### src/sv/waveform_window_downscaler_defines.svh
// Assertion macros for the waveform window downscaler.
// Depends on signals named clk and rst_n in the module that uses them.
`ifndef WAVEFORM_WINDOW_DOWNSCALER_DEFINES_SVH
`define WAVEFORM_WINDOW_DOWNSCALER_DEFINES_SVH

// Hold expr at every edge out of reset.
`define WWD_ASSERT_ALWAYS(label, expr) \
    label: assert property (@(posedge clk) disable iff (!rst_n) (expr)) \
        else $error("wwd: invariant check failed");

// Check cons from the edge at which ante holds.
`define WWD_ASSERT_IMPLIES(label, ante, cons) \
    label: assert property (@(posedge clk) disable iff (!rst_n) (ante) |-> cons) \
        else $error("wwd: implication check failed");

// Check cons at the next edge after ante holds.
`define WWD_ASSERT_NEXT(label, ante, cons) \
    label: assert property (@(posedge clk) disable iff (!rst_n) (ante) |=> cons) \
        else $error("wwd: next-cycle check failed");

`endif

### src/sv/wwd_pkg.sv
// Package for the waveform window downscaler: field widths, register codes,
// reset values, and the types shared by the controller, datapath and registers.
// No dependencies.
package wwd_pkg;

    localparam int SMP_W      = 24;
    localparam int FACTOR_W   = 16;
    localparam int OUT_W      = 24;
    localparam int MODE_W     = 2;
    localparam int LEN_CFG_W  = 7;
    localparam int RECIP_W    = 17;
    localparam int GAIN_W     = 16;
    localparam int LVL_W      = 24;
    localparam int SCALE_W    = 32;
    localparam int CFG_DATA_W = 32;
    localparam int CFG_IDX_W  = 3;

    localparam int CORR_SHIFT  = 14;
    localparam int MEAN_SHIFT  = 16;
    localparam int CAL_SHIFT   = 14;
    localparam int SCALE_SHIFT = 24;

    localparam logic [MODE_W-1:0] POOL_MAX     = 2'd0;
    localparam logic [MODE_W-1:0] POOL_MAXMEAN = 2'd1;
    localparam logic [MODE_W-1:0] POOL_MEAN    = 2'd2;

    localparam logic [MODE_W-1:0]           RST_POOL_MODE  = POOL_MAX;
    localparam logic [LEN_CFG_W-1:0]        RST_WINDOW_LEN = 7'd10;
    localparam logic [RECIP_W-1:0]          RST_RECIP      = 17'd6554;
    localparam logic [GAIN_W-1:0]           RST_GAIN       = 16'd16384;
    localparam logic signed [LVL_W-1:0]     RST_LEVEL_MIN  = -24'sd1280;
    localparam logic signed [LVL_W-1:0]     RST_LEVEL_MAX  = 24'sd64000;
    localparam logic signed [LVL_W-1:0]     RST_OFFSET     = 24'sd0;
    localparam logic [SCALE_W-1:0]          RST_SCALE      = 32'd16777216;

    typedef enum logic [CFG_IDX_W-1:0] {
        REG_POOL_MODE,
        REG_WINDOW_LENGTH,
        REG_WINDOW_RECIPROCAL,
        REG_CALIB_GAIN,
        REG_LEVEL_MIN,
        REG_LEVEL_MAX,
        REG_OUT_OFFSET,
        REG_OUT_SCALE
    } cfg_index_t;

    typedef struct packed {
        logic [MODE_W-1:0]    pool_mode;
        logic [LEN_CFG_W-1:0] window_length;
        logic [RECIP_W-1:0]   window_reciprocal;
        logic [GAIN_W-1:0]    calib_gain;
        logic [LVL_W-1:0]     level_min;
        logic [LVL_W-1:0]     level_max;
        logic [LVL_W-1:0]     out_offset;
        logic [SCALE_W-1:0]   out_scale;
    } cfg_t;

    typedef enum logic [1:0] {
        RS_NONE,
        RS_AWAIT,
        RS_HELD
    } right_state_t;

    typedef enum logic [1:0] {
        SRC_MAX,
        SRC_MAXMEAN,
        SRC_MEAN
    } src_t;

    typedef enum logic [3:0] {
        ST_IDLE,
        ST_CORRECT,
        ST_UPDATE,
        ST_FINISH,
        ST_POOL1,
        ST_POOL2,
        ST_POOL3,
        ST_POOL4,
        ST_CAL1,
        ST_CAL2,
        ST_CAL3,
        ST_EMIT
    } state_t;

    typedef struct packed {
        logic load;
        logic correct;
        logic update;
        logic finish;
        logic pool_start;
        logic pool_is_b;
        logic emit;
    } cmd_t;

    typedef struct packed {
        logic pending;
        logic emit_b;
        logic out_free;
    } status_t;

endpackage

### src/sv/wwd_regs.sv
// Configuration register file of the waveform window downscaler.
// Depends on wwd_pkg.
module wwd_regs (
    input  logic                              clk,
    input  logic                              rst_n,
    input  logic                              cfg_valid,
    output logic                              cfg_ready,
    input  logic [wwd_pkg::CFG_IDX_W-1:0]     cfg_index,
    input  logic [wwd_pkg::CFG_DATA_W-1:0]    cfg_data,
    output wwd_pkg::cfg_t                     cfg
);
    import wwd_pkg::*;

    cfg_t cfg_reg;

    assign cfg_ready = 1'b1;
    assign cfg       = cfg_reg;

    always_ff @(posedge clk or negedge rst_n)
    begin
        if (!rst_n)
        begin
            cfg_reg.pool_mode         <= RST_POOL_MODE;
            cfg_reg.window_length     <= RST_WINDOW_LEN;
            cfg_reg.window_reciprocal <= RST_RECIP;
            cfg_reg.calib_gain        <= RST_GAIN;
            cfg_reg.level_min         <= RST_LEVEL_MIN;
            cfg_reg.level_max         <= RST_LEVEL_MAX;
            cfg_reg.out_offset        <= RST_OFFSET;
            cfg_reg.out_scale         <= RST_SCALE;
        end
        else if (cfg_valid && cfg_ready)
        begin
            unique case (cfg_index_t'(cfg_index))
                REG_POOL_MODE:         cfg_reg.pool_mode         <= cfg_data[MODE_W-1:0];
                REG_WINDOW_LENGTH:     cfg_reg.window_length     <= cfg_data[LEN_CFG_W-1:0];
                REG_WINDOW_RECIPROCAL: cfg_reg.window_reciprocal <= cfg_data[RECIP_W-1:0];
                REG_CALIB_GAIN:        cfg_reg.calib_gain        <= cfg_data[GAIN_W-1:0];
                REG_LEVEL_MIN:         cfg_reg.level_min         <= cfg_data[LVL_W-1:0];
                REG_LEVEL_MAX:         cfg_reg.level_max         <= cfg_data[LVL_W-1:0];
                REG_OUT_OFFSET:        cfg_reg.out_offset        <= cfg_data[LVL_W-1:0];
                REG_OUT_SCALE:         cfg_reg.out_scale         <= cfg_data[SCALE_W-1:0];
            endcase
        end
    end

endmodule

### config.mk
export PLATFORM = sky130hd
export DESIGN_NAME = wwd_regs
export DESIGN_NICKNAME = d
export VERILOG_FILES = /design/src/sv/waveform_window_downscaler_defines.svh /design/src/sv/wwd_pkg.sv /design/src/sv/wwd_regs.sv
export SDC_FILE = /design/constraint.sdc
export NUM_CORES = 1
export LEC_CHECK = 0
export BUFFER_PORTS_ARGS = -buffer_cell sky130_fd_sc_hd__buf_4
export CORE_UTILIZATION = 51
export CTS_CLUSTER_DIAMETER = 80
export DETAILED_ROUTE_END_ITERATION = 12
export PLACE_DENSITY_LB_ADDON = 0.15
export SLEW_MARGIN = 20
export SYNTH_ARGS = -nofsm -noshare
export SYNTH_HDL_FRONTEND = slang
export SYNTH_SLANG_ARGS = --single-unit
### constraint.sdc
create_clock -name clk -period 0.8 [get_ports clk]
set_input_delay 0.16 -clock clk [delete_from_list [all_inputs] [get_ports clk]]
set_output_delay 0.16 -clock clk [all_outputs]
set_load 0.02 [all_outputs]
Word level (Yosys, flattened, before mapping)
Cells that the tools add are included.
Widths: inputs -> output; s select.
- add/sub/neg operators: 0
- multipliers: 0
- divide/modulo/power cells: 0
- order comparisons: 0
- equality and inequality tests: 7
- shift-type cells: 0
- mux-type cells: 0
- bitwise gates (word level): 0
- reduce and logical (&&, ||, !) cells: 9
- operator list (cell ; count):
    $reduce_and 2->1 ; 8
    $eq 3x3->1 const B ; 4
    $eq 3x2->1 const B ; 2
    $eq 3x1->1 const B ; 1
    $logic_not 3->1 ; 1
- flip-flop bits (word level): 146
- bits in latches: 0
- memory bits (writable): 0
- bits in read-only memories: 0
- bits of input ports: 38
- output and inout port bits: 147
- memories kept: 0

Depth between registers and ports, before layout
- depth in word-level cells: 2
- depth in mapped cells: 5
- depth with buffers taken out: 2

Worst setup path after synthesis
Ideal clock, no wire load.
- path kind: in2reg
- start: in cfg_index[0] (netlist bit)
- end: reg cfg_reg, in the netlist cfg[83]
- library setup time: 0.125 ns
- data arrival time: 1.143 ns
- required time: 0.675 ns
- path slack: -0.468 ns
- stages on the path: 5
- path through: buf_4 and4bb_1 buf_6 buf_6 mux2_4
- cells in the longest elaborated chain, start to end: 2
- ends and longest elaborated chain (item ; line ; source):
    start, declared ; wwd_regs.sv:8 ; input logic [wwd_pkg::CFG_IDX_W-1:0] cfg_index,
    $eq 3x3->1 ; wwd_regs.sv:34 ; unique case (cfg_index_t'(cfg_index))
    $reduce_and 2->1 (no source line) ; n/a ;
    end, declared ; wwd_regs.sv:14 ; cfg_t cfg_reg;
Every way passes these cells.
A chain may end at the register's enable or synchronous reset.

Worst setup path in the final report
- start: reg cfg_reg, in the netlist cfg[124]
- end: out cfg[124] (netlist bit)
- RTL lines (item ; line ; source):
    end, declared ; wwd_regs.sv:10 ; output wwd_pkg::cfg_t cfg
No word-level cell between the ends.

==> summary.txt <==
Outcome -> complete, but fails checks
Failing checks -> negative setup slack
CP max stage cell -> dfstp_2
Switch Pwr -> 8.52 mW
Clock network fraction of total power -> 29.0%
Drt pass-1 iters -> 4
#FFs+latches synth -> 146
Total Wirelength -> 16.4 mm
Max VDD drop -> 2.00 mV
Fmax -> 733 MHz
Total GRT Usage -> 28.1%
Core Area -> 10900 um2
Critical path's top delay family -> flip-flops
Syn-to-layout area delta -> 67.8%
Synth Area per Inst -> 17.9 um2
Comb pwr share -> 34.2%
Crit Path Max Fanout -> 2
Sequential area share after synthesis -> 64.4%
GRT met2 Usage -> 47.9%
PnR worst setup slack -> -0.564 ns
Worst endpoint required time -> 0.64 ns
Cell area after synthesis -> 5740 um2
DRT antenna net count -> 0
Wire per inst -> 21.4 um
Antenna cells -> 0
Critical Path AT -> 1.20 ns
Num CTS Buffers -> 17
GR Layer Usage met3 -> 7.29%
Starting density of the core -> 52.7%
H-tree depth -> 4
Clock skew -> 0 ns
DR vias/cell -> 5.09
Synth Warn # -> 0
Largest net degree at the start of global routing -> 33
Internal power -> 20.5 mW
Pwr Total -> 29.0 mW
FP Rows -> 38
Syn nets -> 358
Vias in the first global route -> 4239
Share of cells above drive strength 1 -> 75.6%
Leakage Power -> 4.62 nW
Total vias in the final route -> 3886
Power density cells -> 3010 nW/um2
Die area -> 11700 um2
GRT Residual Overflow -> 0
Final #Nets -> 649
Met1 GRT Util -> 34.6%
GRT Max-Usage Layer -> met2
Root Buffer -> clkbuf_8
Sink Count -> 146
Overall die height -> 108 um
CTS tree -> done
Count of final setup violators -> 198
Max Root-Sink Buffers -> 2
CP bufs+invs -> 1
Clock Latency Late Sink -> 0.52 ns
DRC Markers -> 0
Placer Congestion -> 0.734
RSZ-0062 raised after global routing -> yes
Max Cap Viol -> 0
Iteration-0 DRC Markers -> 150
Seq pwr share -> 36.8%
Hold Violations, Final -> 0
PortBufs -> 183
Startpoint Class -> flip-flop
Final Cycle Share -> 170%
Worst Setup Path Type -> flip-flop to output port
Max stage delay on crit path -> 0.56 ns
Max reg flops -> 146
Clock-pin slew on the worst setup and hold paths -> 0.06 ns
Final Critical Period -> 1.36 ns
Cells after Synth -> 320
Post-DP HPWL -> 9.22 mm
Initial antenna violation count -> 0
Cell variety after synth -> 15
First-pass GRT wire length -> 23.9 mm
IO Pins -> 185
Die width -> 108 um
Worst hold path class -> primary input to async pin
WHS -> 0.0627 ns
Switch share -> 29.4%
Final Max Slew Viols -> 0
Critical-path cell list -> buf_6
CP Capture Type -> output port
## path summary, 6_finish.rpt
| kind | start | to | cells after the start | slack (ns) |
|---|---|---|---|---|
| setup / recovery | cfg[124] | cfg[124] | 1 | -0.56 |
| hold / removal | rst_n | cfg[19] | 2 | 0.06 |
| setup reg to reg | cfg[87] | cfg[87] | 3 | -0.22 |
| hold reg to reg | cfg[104] | cfg[104] | 1 | 0.53 |
| max in group asynchronous | rst_n | cfg[101] | 3 | 0.21 |
| min in group clk | cfg_index[1] | cfg[137] | 3 | 0.07 |
## cells in the mapped netlist
cell	count	area, um2
mux2_2	110	1240
buf_2	9	45.0
and4bb_1	2	25.0
buf_6	6	67.6
nor4b_1	1	8.76
buf_4	3	22.5
dfstp_2	32	841
nand4b_4	3	71.3
nand4_2	1	12.5
conb_1	1	3.75
mux2_4	30	450
nor4bb_1	1	10.0
dfrtp_1	114	2850
buf_12	1	20.0
mux2_1	6	67.6
## cell usage in the layout (no fill, tap or decap)
cell type | netlist | routed
mux2_2 | 110 | 81
nand4b_4 | 3 | 3
bufinv_16 | 0 | 4
buf_12 | 1 | 12
and4bb_4 | 0 | 1
dfstp_2 | 32 | 32
conb_1 | 1 | 1
dlygate4sd3_1 | 0 | 33
dfrtp_1 | 114 | 114
clkbuf_1 | 0 | 2
clkbuf_8 | 0 | 5
clkbuf_16 | 0 | 16
buf_6 | 6 | 180
mux2_4 | 30 | 65
clkinvlp_4 | 0 | 4
nor4b_1 | 1 | 1
nand4_2 | 1 | 1
and4bb_1 | 2 | 1
buf_4 | 3 | 66
nor4bb_4 | 0 | 1
## layout make-up
class	count	area, um2
flip-flops and latches	146	3690
repair buffers	291	3090
multi-input cells	155	2040
fillers	435	1260
clock buffers	23	477
well taps	140	175
clock inverters	8	150
## what timing repair did
action,4_1_cts,5_1_grt
setup buffers,30,31
resized for setup,162,49
pin swaps,0,1
hold buffers,33,0
endpoints found under the hold margin,292,0
setup endpoints to repair,155,193
## power groups by stage
stage	Clock [mW]	Combinational, mW	Sequential [mW]
global placement	0	7.25	10.2
floorplan	0	1.85	12.3
global route	8.81	10.4	10.8
finish	8.40	9.94	10.7
CTS	8.41	9.18	10.5
detailed placement	0	7.39	10.3
## cell families (layout without fill, tap and decap cells)
family	count (synthesis)	count (layout)	share of synthesized area [%]
other	1	1	0.0654
muxes	146	146	30.6
DFF	146	146	64.4
buffers and inverters	19	322	2.70
and+or+nand+nor	8	8	2.22
## metal layers
| metal | vias to the layer above | wire [um] |
|---|---|---|
| met4 | 0 | 368 |
| met1 | 2004 | 6620 |
| li1 | 1724 | - |
| met2 | 126 | 8610 |
| met3 | 32 | 749 |
| met5 | - | 0 |
## per-stage QoR
step / instance area, um2 / std cells / TNS (ns) / util, % / setup WS (ns)
final: 9630 / 763 / -68.32 / 88.4 / -0.564
after global routing: 9630 / 763 / -73.66 / 88.4 / -0.590
after CTS: 9310 / 745 / -67.92 / 85.5 / -0.562
after detailed placement: 7520 / 651 / -65.82 / 69.0 / -0.620
after global placement: 7520 / 651 / -63.88 / 69.0 / -0.594
after floorplan: 5850 / 320 / -38.91 / - / -0.429
(Power assumes the default switching activity.)
