[src/sv/waveform_window_downscaler_defines.svh]
// Assertion macros for the waveform window downscaler.
// Depends on signals named clk and rst_n in the module that uses them.
`ifndef WAVEFORM_WINDOW_DOWNSCALER_DEFINES_SVH
`define WAVEFORM_WINDOW_DOWNSCALER_DEFINES_SVH

// Hold expr at every edge out of reset.
`define WWD_ASSERT_ALWAYS(label, expr) \
    label: assert property (@(posedge clk) disable iff (!rst_n) (expr)) \
        else $error("wwd: invariant check failed");

// Check cons from the edge at which ante holds.
`define WWD_ASSERT_IMPLIES(label, ante, cons) \
    label: assert property (@(posedge clk) disable iff (!rst_n) (ante) |-> cons) \
        else $error("wwd: implication check failed");

// Check cons at the next edge after ante holds.
`define WWD_ASSERT_NEXT(label, ante, cons) \
    label: assert property (@(posedge clk) disable iff (!rst_n) (ante) |=> cons) \
        else $error("wwd: next-cycle check failed");

`endif

[src/sv/wwd_pkg.sv]
// Package for the waveform window downscaler: field widths, register codes,
// reset values, and the types shared by the controller, datapath and registers.
// No dependencies.
package wwd_pkg;

    localparam int SMP_W      = 24;
    localparam int FACTOR_W   = 16;
    localparam int OUT_W      = 24;
    localparam int MODE_W     = 2;
    localparam int LEN_CFG_W  = 7;
    localparam int RECIP_W    = 17;
    localparam int GAIN_W     = 16;
    localparam int LVL_W      = 24;
    localparam int SCALE_W    = 32;
    localparam int CFG_DATA_W = 32;
    localparam int CFG_IDX_W  = 3;

    localparam int CORR_SHIFT  = 14;
    localparam int MEAN_SHIFT  = 16;
    localparam int CAL_SHIFT   = 14;
    localparam int SCALE_SHIFT = 24;

    localparam logic [MODE_W-1:0] POOL_MAX     = 2'd0;
    localparam logic [MODE_W-1:0] POOL_MAXMEAN = 2'd1;
    localparam logic [MODE_W-1:0] POOL_MEAN    = 2'd2;

    localparam logic [MODE_W-1:0]           RST_POOL_MODE  = POOL_MAX;
    localparam logic [LEN_CFG_W-1:0]        RST_WINDOW_LEN = 7'd10;
    localparam logic [RECIP_W-1:0]          RST_RECIP      = 17'd6554;
    localparam logic [GAIN_W-1:0]           RST_GAIN       = 16'd16384;
    localparam logic signed [LVL_W-1:0]     RST_LEVEL_MIN  = -24'sd1280;
    localparam logic signed [LVL_W-1:0]     RST_LEVEL_MAX  = 24'sd64000;
    localparam logic signed [LVL_W-1:0]     RST_OFFSET     = 24'sd0;
    localparam logic [SCALE_W-1:0]          RST_SCALE      = 32'd16777216;

    typedef enum logic [CFG_IDX_W-1:0] {
        REG_POOL_MODE,
        REG_WINDOW_LENGTH,
        REG_WINDOW_RECIPROCAL,
        REG_CALIB_GAIN,
        REG_LEVEL_MIN,
        REG_LEVEL_MAX,
        REG_OUT_OFFSET,
        REG_OUT_SCALE
    } cfg_index_t;

    typedef struct packed {
        logic [MODE_W-1:0]    pool_mode;
        logic [LEN_CFG_W-1:0] window_length;
        logic [RECIP_W-1:0]   window_reciprocal;
        logic [GAIN_W-1:0]    calib_gain;
        logic [LVL_W-1:0]     level_min;
        logic [LVL_W-1:0]     level_max;
        logic [LVL_W-1:0]     out_offset;
        logic [SCALE_W-1:0]   out_scale;
    } cfg_t;

    typedef enum logic [1:0] {
        RS_NONE,
        RS_AWAIT,
        RS_HELD
    } right_state_t;

    typedef enum logic [1:0] {
        SRC_MAX,
        SRC_MAXMEAN,
        SRC_MEAN
    } src_t;

    typedef enum logic [3:0] {
        ST_IDLE,
        ST_CORRECT,
        ST_UPDATE,
        ST_FINISH,
        ST_POOL1,
        ST_POOL2,
        ST_POOL3,
        ST_POOL4,
        ST_CAL1,
        ST_CAL2,
        ST_CAL3,
        ST_EMIT
    } state_t;

    typedef struct packed {
        logic load;
        logic correct;
        logic update;
        logic finish;
        logic pool_start;
        logic pool_is_b;
        logic emit;
    } cmd_t;

    typedef struct packed {
        logic pending;
        logic emit_b;
        logic out_free;
    } status_t;

endpackage

[src/sv/wwd_ctrl.sv]
// Sequencer of the waveform window downscaler: steps each sample through
// correction, window update and up to two result passes. Depends on wwd_pkg.
module wwd_ctrl (
    input  logic             clk,
    input  logic             rst_n,
    input  logic             item_valid,
    output logic             item_ready,
    input  wwd_pkg::status_t st,
    output wwd_pkg::cmd_t    cmd
);
    import wwd_pkg::*;

    state_t state_reg, state_next;
    logic   phase_b_reg, phase_b_next;

    always_ff @(posedge clk or negedge rst_n)
    begin
        if (!rst_n)
        begin
            state_reg   <= ST_IDLE;
            phase_b_reg <= 1'b0;
        end
        else
        begin
            state_reg   <= state_next;
            phase_b_reg <= phase_b_next;
        end
    end

    always_comb
    begin
        state_next    = state_reg;
        phase_b_next  = phase_b_reg;
        cmd           = '0;
        cmd.pool_is_b = phase_b_reg;
        item_ready    = 1'b0;
        unique case (state_reg)
            ST_IDLE:
            begin
                item_ready = 1'b1;
                if (item_valid)
                begin
                    cmd.load   = 1'b1;
                    state_next = ST_CORRECT;
                end
            end
            ST_CORRECT:
            begin
                cmd.correct = 1'b1;
                if (st.pending)
                begin
                    phase_b_next = 1'b0;
                    state_next   = ST_POOL1;
                end
                else
                begin
                    state_next = ST_UPDATE;
                end
            end
            ST_UPDATE:
            begin
                cmd.update = 1'b1;
                if (st.emit_b)
                begin
                    phase_b_next = 1'b1;
                    state_next   = ST_POOL1;
                end
                else
                begin
                    state_next = ST_FINISH;
                end
            end
            ST_POOL1:
            begin
                cmd.pool_start = 1'b1;
                state_next     = ST_POOL2;
            end
            ST_POOL2: state_next = ST_POOL3;
            ST_POOL3: state_next = ST_POOL4;
            ST_POOL4: state_next = ST_CAL1;
            ST_CAL1:  state_next = ST_CAL2;
            ST_CAL2:  state_next = ST_CAL3;
            ST_CAL3:  state_next = ST_EMIT;
            ST_EMIT:
            begin
                cmd.emit = 1'b1;
                if (st.out_free)
                begin
                    state_next = phase_b_reg ? ST_FINISH : ST_UPDATE;
                end
            end
            ST_FINISH:
            begin
                cmd.finish = 1'b1;
                state_next = ST_IDLE;
            end
            default:  state_next = ST_IDLE;
        endcase
    end

endmodule

[config.mk]
export PLATFORM = sky130hd
export DESIGN_NAME = wwd_ctrl
export DESIGN_NICKNAME = d
export VERILOG_FILES = /design/src/sv/waveform_window_downscaler_defines.svh /design/src/sv/wwd_pkg.sv /design/src/sv/wwd_ctrl.sv
export SDC_FILE = /design/constraint.sdc
export NUM_CORES = 1
export LEC_CHECK = 0
export BUFFER_PORTS_ARGS = -buffer_cell sky130_fd_sc_hd__buf_4
export CELL_PAD_IN_SITES_DETAIL_PLACEMENT = 1
export CELL_PAD_IN_SITES_GLOBAL_PLACEMENT = 2
export CORE_MARGIN = 3
export CORE_UTILIZATION = 25
export DETAILED_ROUTE_END_ITERATION = 12
export PLACE_DENSITY_LB_ADDON = 0.15
export SYNTH_ARGS = -nofsm -noshare
export SYNTH_HDL_FRONTEND = slang
export SYNTH_SLANG_ARGS = --single-unit
[constraint.sdc]
create_clock -name clk -period 1.8 [get_ports clk]
set_clock_uncertainty 0.2 [all_clocks]
set_input_delay 0.27 -clock clk [delete_from_list [all_inputs] [get_ports clk]]
set_output_delay 0.27 -clock clk [all_outputs]
set_load 0.01 [all_outputs]
-- After elaboration in Yosys (flattened, before gate mapping)
Index checks and enable logic that the tools add are counted.
- order comparisons: 0
- div/mod/pow operators: 0
- reductions and logical operators: 4
- bitwise logic cells: 0
- muxes and demuxes: 17
- equality and inequality tests: 15
- add/subtract/negate cells: 0
- $mul: 0
- shift operators: 0
- operators by type and width (operator ; count):
    4-bit case mux with 11 select lines ; 1
    4-bit by 3-bit == test with 1-bit output, second input constant ; 4
    4-bit == test, second input constant ; 4
    1-bit two-way mux ; 11
    4-bit by 2-bit == test with 1-bit output, second input constant ; 2
    4-bit two-way mux ; 2
    2-bit != test, second input constant ; 4
    3-bit two-way mux ; 2
    4-bit by 1-bit == test with 1-bit output, second input constant ; 1
    4-bit zero test ; 1
    3-bit AND reduction ; 1
    1-bit case mux with 2 select lines ; 1
    2-bit AND reduction ; 1
    2-bit nonzero test ; 1
- logic and storage cells: 38
- bits in read-only memories: 0
- bits in registers: 5
- bits in latches: 0
- memories: 0
- memory bits (writable): 0
- output and inout port bits: 8

-- Depth between registers and ports, before layout
Gate-level depths: netlist of the first run.
- word-level depth: 3
- depth in mapped cells: 6
- mapped depth without buffers: 6

-- Worst setup path before layout of the first run
Ideal clock, no wire load.
- path type: reg2reg
- start: reg state_reg[2]
- end: reg state_reg[1]
- data arrival time: 1.341 ns
- buffers on the path: 0
- cell stages (with the launch flop): 7
- period minus slack after synthesis: 1.665 ns
- setup slack: 0.135 ns
- cells stage by stage: dfrtp_1 -> inv_1 -> ha_1 -> inv_2 -> o41ai_4 -> or2_4 -> o21ai_1
- cells in the longest elaborated chain, start to end: 3
- elaborated cells on any way between the ends: 15
- those cells by class: eq/ne (12); mux (1); reduce/logical (2)
- ends and longest elaborated chain (element ; line ; source):
    from (decl) ; wwd_ctrl.sv:13 ; state_t state_reg, state_next;
    from (signal assigned) ; wwd_ctrl.sv:25 ; state_reg <= state_next;
    4-bit == test / 4-bit zero test (equally long branches) ; wwd_ctrl.sv:37 ; unique case (state_reg)
    2-bit != test (no source line) ; n/a ;
    2-bit AND reduction (no source line) ; n/a ;
Several ways; a longest one is shown, not always the timed one.
A chain may end at the register's enable or synchronous reset.

==> run summary, run 1 <==
- completed — result of the run
- 0.419 mW — Psw
- 52 — Syn Inst Count
- 26 — count of unique library cells instantiated by Yosys
- 0.04 ns — clock transition at the registers of the reported paths
- 0.566 GHz — FMAX
- 0.594 mV — IR drop worst, VDD
- 0 — Antenna Nets Post-Route
- 6 — maximum fanout along the worst path
- primary output — endpoint type of the worst setup path
- 15 — FP Rows
- 23.4% — sequential group share of total power
- 0 — number of max-cap violations
- 0 — final antenna diode count
- 1460 mW/mm2 — Power Density
- 460 — number of global-route vias before repair
- 318 um2 — Multi-input gate area
- 1.19 mm — Post-Route WL
- 0.302 ns — pin slew with the least headroom to its limit
- 4.56 — detailed-route vias per instance
- sky130_fd_sc_hd__dfrtp_1 — library cell with the largest summed area after synthesis
- 232 — final-layout fill cell count
- 473 um2 — synthesized area
- 0 — number of warnings printed during yosys synthesis
- 0 — global route total overflow
- 128 um2 — area occupied by registers
- 0 — initial antenna violation count
- 2 — detailed-router iteration count before antenna repair
- 95 — Post-Layout Cell Count
- 5 — TritonCTS sink count
- 433 — via count
- 1.33 ns — data required time of the worst path
- 0.24 ns — clk_lat worst skew
- 0 — final setup violating endpoints
- 26.5% — portion of the post-synthesis area used by sequential elements
- 61 — number of nets produced by synthesis
- 26.5% — area share of the largest cell type after synthesis
- sky130_fd_sc_hd__clkbuf_4 — buffer cell driving the clock tree root
- sky130_fd_sc_hd__dfrtp_1, sky130_fd_sc_hd__ha_1, sky130_fd_sc_hd__o41ai_4 — Area contributors post-synth
- 1.77 ns — shortest period the worst path allows
- 49.5 um — die span in x
- 3.02% — met3 routing resource usage after global routing
- 0.549 mW — internal power
- 0.728 — final weighted congestion in routability-driven placement
- 4 — max FFs per register
- 13 — Port-buffer cells
- 55.7% — proportion of layout cells with a drive suffix above 1
- 11.3% — total global-route track usage
- 37.6% — Final Util
- 100% — proportion of register bits with asynchronous set or reset after synthesis
- 5 — number of synthesized register bits
- 12 — largest net degree at the start of global routing
- met2 — Most Used Layer, Global Route
- 79.8% — worst slew margin relative to its limit
- 1.30 ns — arrival time worst endpoint
- 3 — Num CTS Buffers
- flip-flop — crit start category
- 13.1% — clock network fraction of total power
- 12.5 um — routed length per placed instance
- done — clock tree from TritonCTS
- 89 — placed cells
- 80 — Final Net Count
- 1 — number of H-tree levels
- in2reg — Worst Hold Class
- 49.5 um — y dimension of the die
- 0.330 nW — Leakage Power
- reg2out — category of the most critical setup path
- 0.00245 mm2 — DIE AREA
- 0 — DRC Markers
- yes — setup repair after global routing missed its margin
- 2.15 mm — first-pass GRT wire length
- 43.3% — Sw Ratio
- 26.8% — initial standard-cell utilization of the core
- 98.1% — final worst-path cycle share
- 17.0% — global routing usage on met2
- 0 — total count of hold-check failures in the final report
- 40.2% — area delta synth->final
- 14 — top-level I/O count
- 905 um — post-DP HPWL
- sky130_fd_sc_hd__dfrtp_1 — Synth Flop Type
- 9.10 um2 — synthesized area per cell
- 0 — max-slew violations
- 1 — iteration-0 DRC count of the detailed router
- 2 — clk buf depth
- sky130_fd_sc_hd__dfrtp_1, sky130_fd_sc_hd__nor2_1, sky130_fd_sc_hd__a21oi_1 — commonest cells in the synthesized netlist
- 14.8% — met1 Usage GRT
- 0.00176 mm2 — Floorplan Core Area
- 63.5% — part of the power in combinational logic
- 0 — number of flops mapped to enable cells by yosys
==> logic make-up (layout without fill, tap and decap cells) <==
logic type	Yosys count	count (layout)	share of synthesized area (%)
flip-flops	5	5	26.5
AO/OA/AOI/OAI	14	14	23.5
AND/OR/NAND/NOR	21	21	28.8
buffers and inverters	8	26	11.1
adder cells (fa/ha/maj)	3	3	7.94
multiplexers	1	1	2.12
==> layout make-up <==
type | instances | share of cell area (%)
Tap cell | 25 | 4.72
Multi-Input combinational cell | 39 | 47.9
Clock buffer | 4 | 3.96
Inverter | 4 | 2.26
Timing Repair Buffer | 18 | 21.9
Sequential cell | 5 | 19.2
==> metrics by stage <==
stage / power [mW] / hold slack (ns) / TNS (ns) / area, um2 / setup WS, ns
final: 0.967 / 0.140 / 0 / 663 / 0.0342
after CTS: 0.947 / 0.136 / 0 / 639 / 0.00774
after detailed placement: 0.779 / -0.126 / 0 / 587 / 0.123
after floorplan: 0.616 / -0.226 / 0 / 473 / 0.135
after global routing: 1.08 / 0.144 / -0.0249 / 663 / -0.0249
after global placement: 0.790 / -0.127 / 0 / 587 / 0.132
==> final timing paths <==
path | startpoint | end | slack (ns) | cells past startpoint
worst max-delay path | state_reg[3] | cmd[4] | 0.03 | 5
worst min-delay path | st[0] | state_reg[0] | 0.14 | 3
worst max register to register | state_reg[3] | state_reg[1] | 0.15 | 6
worst min register to register | state_reg[3] | state_reg[3] | 0.35 | 2
max in group asynchronous | rst_n | state_reg[1] | 1.10 | 2
min in group asynchronous | rst_n | phase_b_reg | 0.18 | 2
==> power groups by stage <==
stage,sequential [mW],clock (mW),combinational (mW)
5_1_grt,0.238,0.144,0.698
4_1_cts,0.223,0.135,0.590
3_5_place_dp,0.222,0,0.557
6_report,0.227,0.126,0.614
2_1_floorplan,0.183,0,0.433
3_3_place_gp,0.224,0,0.566
==> metal layers <==
layer,wire (um),part of all wire [%]
met3,58,4.9
met4,0,0
met1,565,48
met2,564,47
met5,0,0
==> cell usage in the layout (no fill, tap or decap) <==
cell and n:
sky130_fd_sc_hd__o21ai_1 3, sky130_fd_sc_hd__a31oi_1 1, sky130_fd_sc_hd__dfrtp_1 3, sky130_fd_sc_hd__dfrtp_2 2
sky130_fd_sc_hd__clkbuf_4 3, sky130_fd_sc_hd__o22a_1 1, sky130_fd_sc_hd__inv_2 4, sky130_fd_sc_hd__nor3_2 1
sky130_fd_sc_hd__buf_6 2, sky130_fd_sc_hd__or2_4 1, sky130_fd_sc_hd__nor3_1 2, sky130_fd_sc_hd__ha_2 2
sky130_fd_sc_hd__nand3_1 1, sky130_fd_sc_hd__and3_1 1, sky130_fd_sc_hd__nand2_1 3, sky130_fd_sc_hd__o41ai_4 1
sky130_fd_sc_hd__a21oi_1 4, sky130_fd_sc_hd__nand2_4 1, sky130_fd_sc_hd__a211oi_1 1, sky130_fd_sc_hd__a211o_1 1
sky130_fd_sc_hd__nor2_1 5, sky130_fd_sc_hd__nor3b_1 1, sky130_fd_sc_hd__nand4b_4 1, sky130_fd_sc_hd__buf_4 15
sky130_fd_sc_hd__clkbuf_1 1, sky130_fd_sc_hd__dlygate4sd3_1 1, sky130_fd_sc_hd__o21ai_2 2, sky130_fd_sc_hd__and2_1 1
sky130_fd_sc_hd__ha_4 1, sky130_fd_sc_hd__and3_2 3, sky130_fd_sc_hd__mux2i_1 1
==> worst max-delay path, stage by stage (launching register included) <==
cell and delay, ns:
sky130_fd_sc_hd__dfrtp_1 0.38, sky130_fd_sc_hd__inv_2 0.07, sky130_fd_sc_hd__ha_4 0.16, sky130_fd_sc_hd__buf_6 0.12, sky130_fd_sc_hd__and3_2 0.21, sky130_fd_sc_hd__buf_6 0.11
==> repair_timing <==
| action | CTS | global route |
|---|---|---|
| hold endpoints to repair | 5 | 0 |
| gates cloned | 0 | 0 |
| endpoints found under the setup margin | 4 | 6 |
| gates resized for setup | 5 | 7 |
| hold buffers | 1 | 0 |
| pin swaps | 0 | 1 |
| buffers inserted | 1 | 0 |
Power figures use the tool's default switching activity.
==> inputs of run 2 (changes only) <==
Settings changed: MAX_ROUTING_LAYER set to met4.
==> run 2 against run 1 <==
Worst hold slack barely moved. Power barely moved. Count of clock-buffer cells in the layout did not move. Clock power barely moved. Global-route usage rose by 0.31 points. Via count did not move. Utilization did not move. Critical path depth did not move. Non-clock buffer count did not move. Sequential cell count did not move. Critical path type unchanged. Largest cell class unchanged.
==> run summary, run 2 (synthesis gave the netlist of run 1 again) <==
- 40.2% — area delta synth->final
- 0 — max-slew violations
- 37.6% — Final Util
- 1.30 ns — arrival time worst endpoint
- 0 — final antenna diode count
- 0.736 — final weighted congestion in routability-driven placement
- 905 um — post-DP HPWL
- 80 — Final Net Count
- 1 — number of H-tree levels
- 2 — clk buf depth
- 0.00176 mm2 — Floorplan Core Area
- 0.419 mW — Psw
- 0.0342 ns — smallest setup slack after layout
- 433 — via count
- 0 — final setup violating endpoints
- 0.00245 mm2 — DIE AREA
- sky130_fd_sc_hd__buf_4 — most frequent standard cell in the layout excluding fill and tap cells
- 0.566 GHz — FMAX
- 11.6% — total global-route track usage
- 14.8% — met1 Usage GRT
- 0 — number of max-cap violations
- 0 — total count of hold-check failures in the final report
- reg2out — category of the most critical setup path
- 0 — DRC Markers
- 458 — number of global-route vias before repair
- 0.38 ns — delay of the slowest cell on the worst path
- 1460 mW/mm2 — Power Density
- 13 — Port-buffer cells
- 0.549 mW — internal power
- 98.1% — final worst-path cycle share
- 0.140 ns — worst hold slack across all endpoints
- inv_2 -> ha_4 -> buf_6 -> and3_2 -> buf_6 — chain of cells forming the critical path
- 3 — buffers and inverters on the worst path
- 1.19 mm — Post-Route WL
- 0 — initial antenna violation count
- 0.24 ns — clk_lat worst skew
- 0.594 mV — IR drop worst, VDD
- 663 um2 — post-route cell area
- 1 — iteration-0 DRC count of the detailed router
- 0 — Antenna Nets Post-Route
- 2 — detailed-router iteration count before antenna repair
- 14 — top-level I/O count
- 2.15 mm — first-pass GRT wire length
- sky130_fd_sc_hd__buf_6 — Worst path most repeated cell
- primary output — endpoint type of the worst setup path
- sky130_fd_sc_hd__clkbuf_4 — buffer cell driving the clock tree root
- 0 ns — TNS Setup
- yes — setup repair after global routing missed its margin
- 4 — max FFs per register
- 0.123 ns — minimum setup slack after placement
- 95 — Post-Layout Cell Count
- 79.8% — worst slew margin relative to its limit
- 0.15 ns — register-to-register path setup slack
- state_reg[3] — critical register-to-register path startpoint
- flip-flops — CP delay by family, top
- 63.5% — part of the power in combinational logic
- 0.302 ns — pin slew with the least headroom to its limit
- 26.8% — initial standard-cell utilization of the core
- done — clock tree from TritonCTS
- 13.1% — clock network fraction of total power
- state_reg[1] — FF-to-FF End
- 1.33 ns — data required time of the worst path
- 17.0% — global routing usage on met2
- 12.5 um — routed length per placed instance
- 587 um2 — placed standard-cell area
- 12 — largest net degree at the start of global routing
- 0.330 nW — Leakage Power
- state_reg[0] — Hold EP
- 49.5 um — die span in x
- 0.968 mW — Pwr Total
- sky130_fd_sc_hd__dfrtp_1 — worst-path cell with the longest stage delay
- 6 — maximum fanout along the worst path
- st[0] — critical hold path startpoint
- in2reg — Worst Hold Class
- 3 — Num CTS Buffers
- sky130_fd_sc_hd__buf_4, sky130_fd_sc_hd__nor2_1, sky130_fd_sc_hd__inv_2, sky130_fd_sc_hd__a21oi_1 — most frequent cells in the layout
- 3.02% — met3 routing resource usage after global routing
- 4.56 — detailed-route vias per instance
- 5 — TritonCTS sink count
- 5 — critical path depth in cells
- 43.3% — Sw Ratio
- met2 — Most Used Layer, Global Route
- 89 — placed cells
- 15 — FP Rows
- 1.77 ns — shortest period the worst path allows
- flip-flop — crit start category
- 3 — number of cells on the worst hold path
- 49.5 um — y dimension of the die
- 6 — Worst Reg2Reg Path Length in Cells
- 0 — global route total overflow
- 55.7% — proportion of layout cells with a drive suffix above 1
- completed — result of the run
- 23.4% — sequential group share of total power
- 0.04 ns — clock transition at the registers of the reported paths
[run 2: cell counts in the layout (fill, tap and decap cells not counted)]
No cell type changed its count.
[run 2: layout make-up]
| cell class | instances | area, um2 |
|---|---|---|
| tap | 25 | 31.3 |
| timing repair buffer | 18 | 145 |
| clock buffer | 4 | 26.3 |
| sequential | 5 | 128 |
| multi-input combinational | 39 | 318 |
| inverter | 4 | 15.0 |
| fill | 232 | 1100 |
[run 2: tightest hold or removal path, stage by stage]
cell	delay (ns)
sky130_fd_sc_hd__buf_4	0.08
sky130_fd_sc_hd__nand4b_4	0.14
sky130_fd_sc_hd__o21ai_2	0.05
[run 2: timing repair]
action / in CTS / in global routing
endpoints found under the setup margin: 4 / 6
hold endpoints to repair: 5 / 0
resized for setup: 5 / 7
hold buffers: 1 / 0
pin swaps: 0 / 1
buffers inserted: 1 / 0
[run 2: metal layers]
layer  wire length, um  share of wire, %  vias to the layer above
met5                 0                 0                        -
met4                 0                 0                        0
met3                58               4.9                        0
met2               564                47                        9
met1               565                48                      204
li1                  -                 -                      220
[run 2: worst max-delay path by stage]
stage	startpoint	end
6_report	state_reg[3]	cmd[4]
5_1_grt	state_reg[3]	cmd[4]
2_1_floorplan	state_reg[2]	state_reg[1]
3_5_place_dp	state_reg[2]	state_reg[3]
4_1_cts	state_reg[3]	cmd[4]
3_3_place_gp	state_reg[0]	cmd[5]
[run 2: power by group through the flow]
stage               Sequential (mW)  Combinational, mW  Clock, mW
finish                        0.227              0.615      0.126
global route                  0.238              0.698      0.144
CTS                           0.223              0.590      0.135
detailed placement            0.222              0.557          0
global placement              0.224              0.566          0
floorplan                     0.183              0.433          0
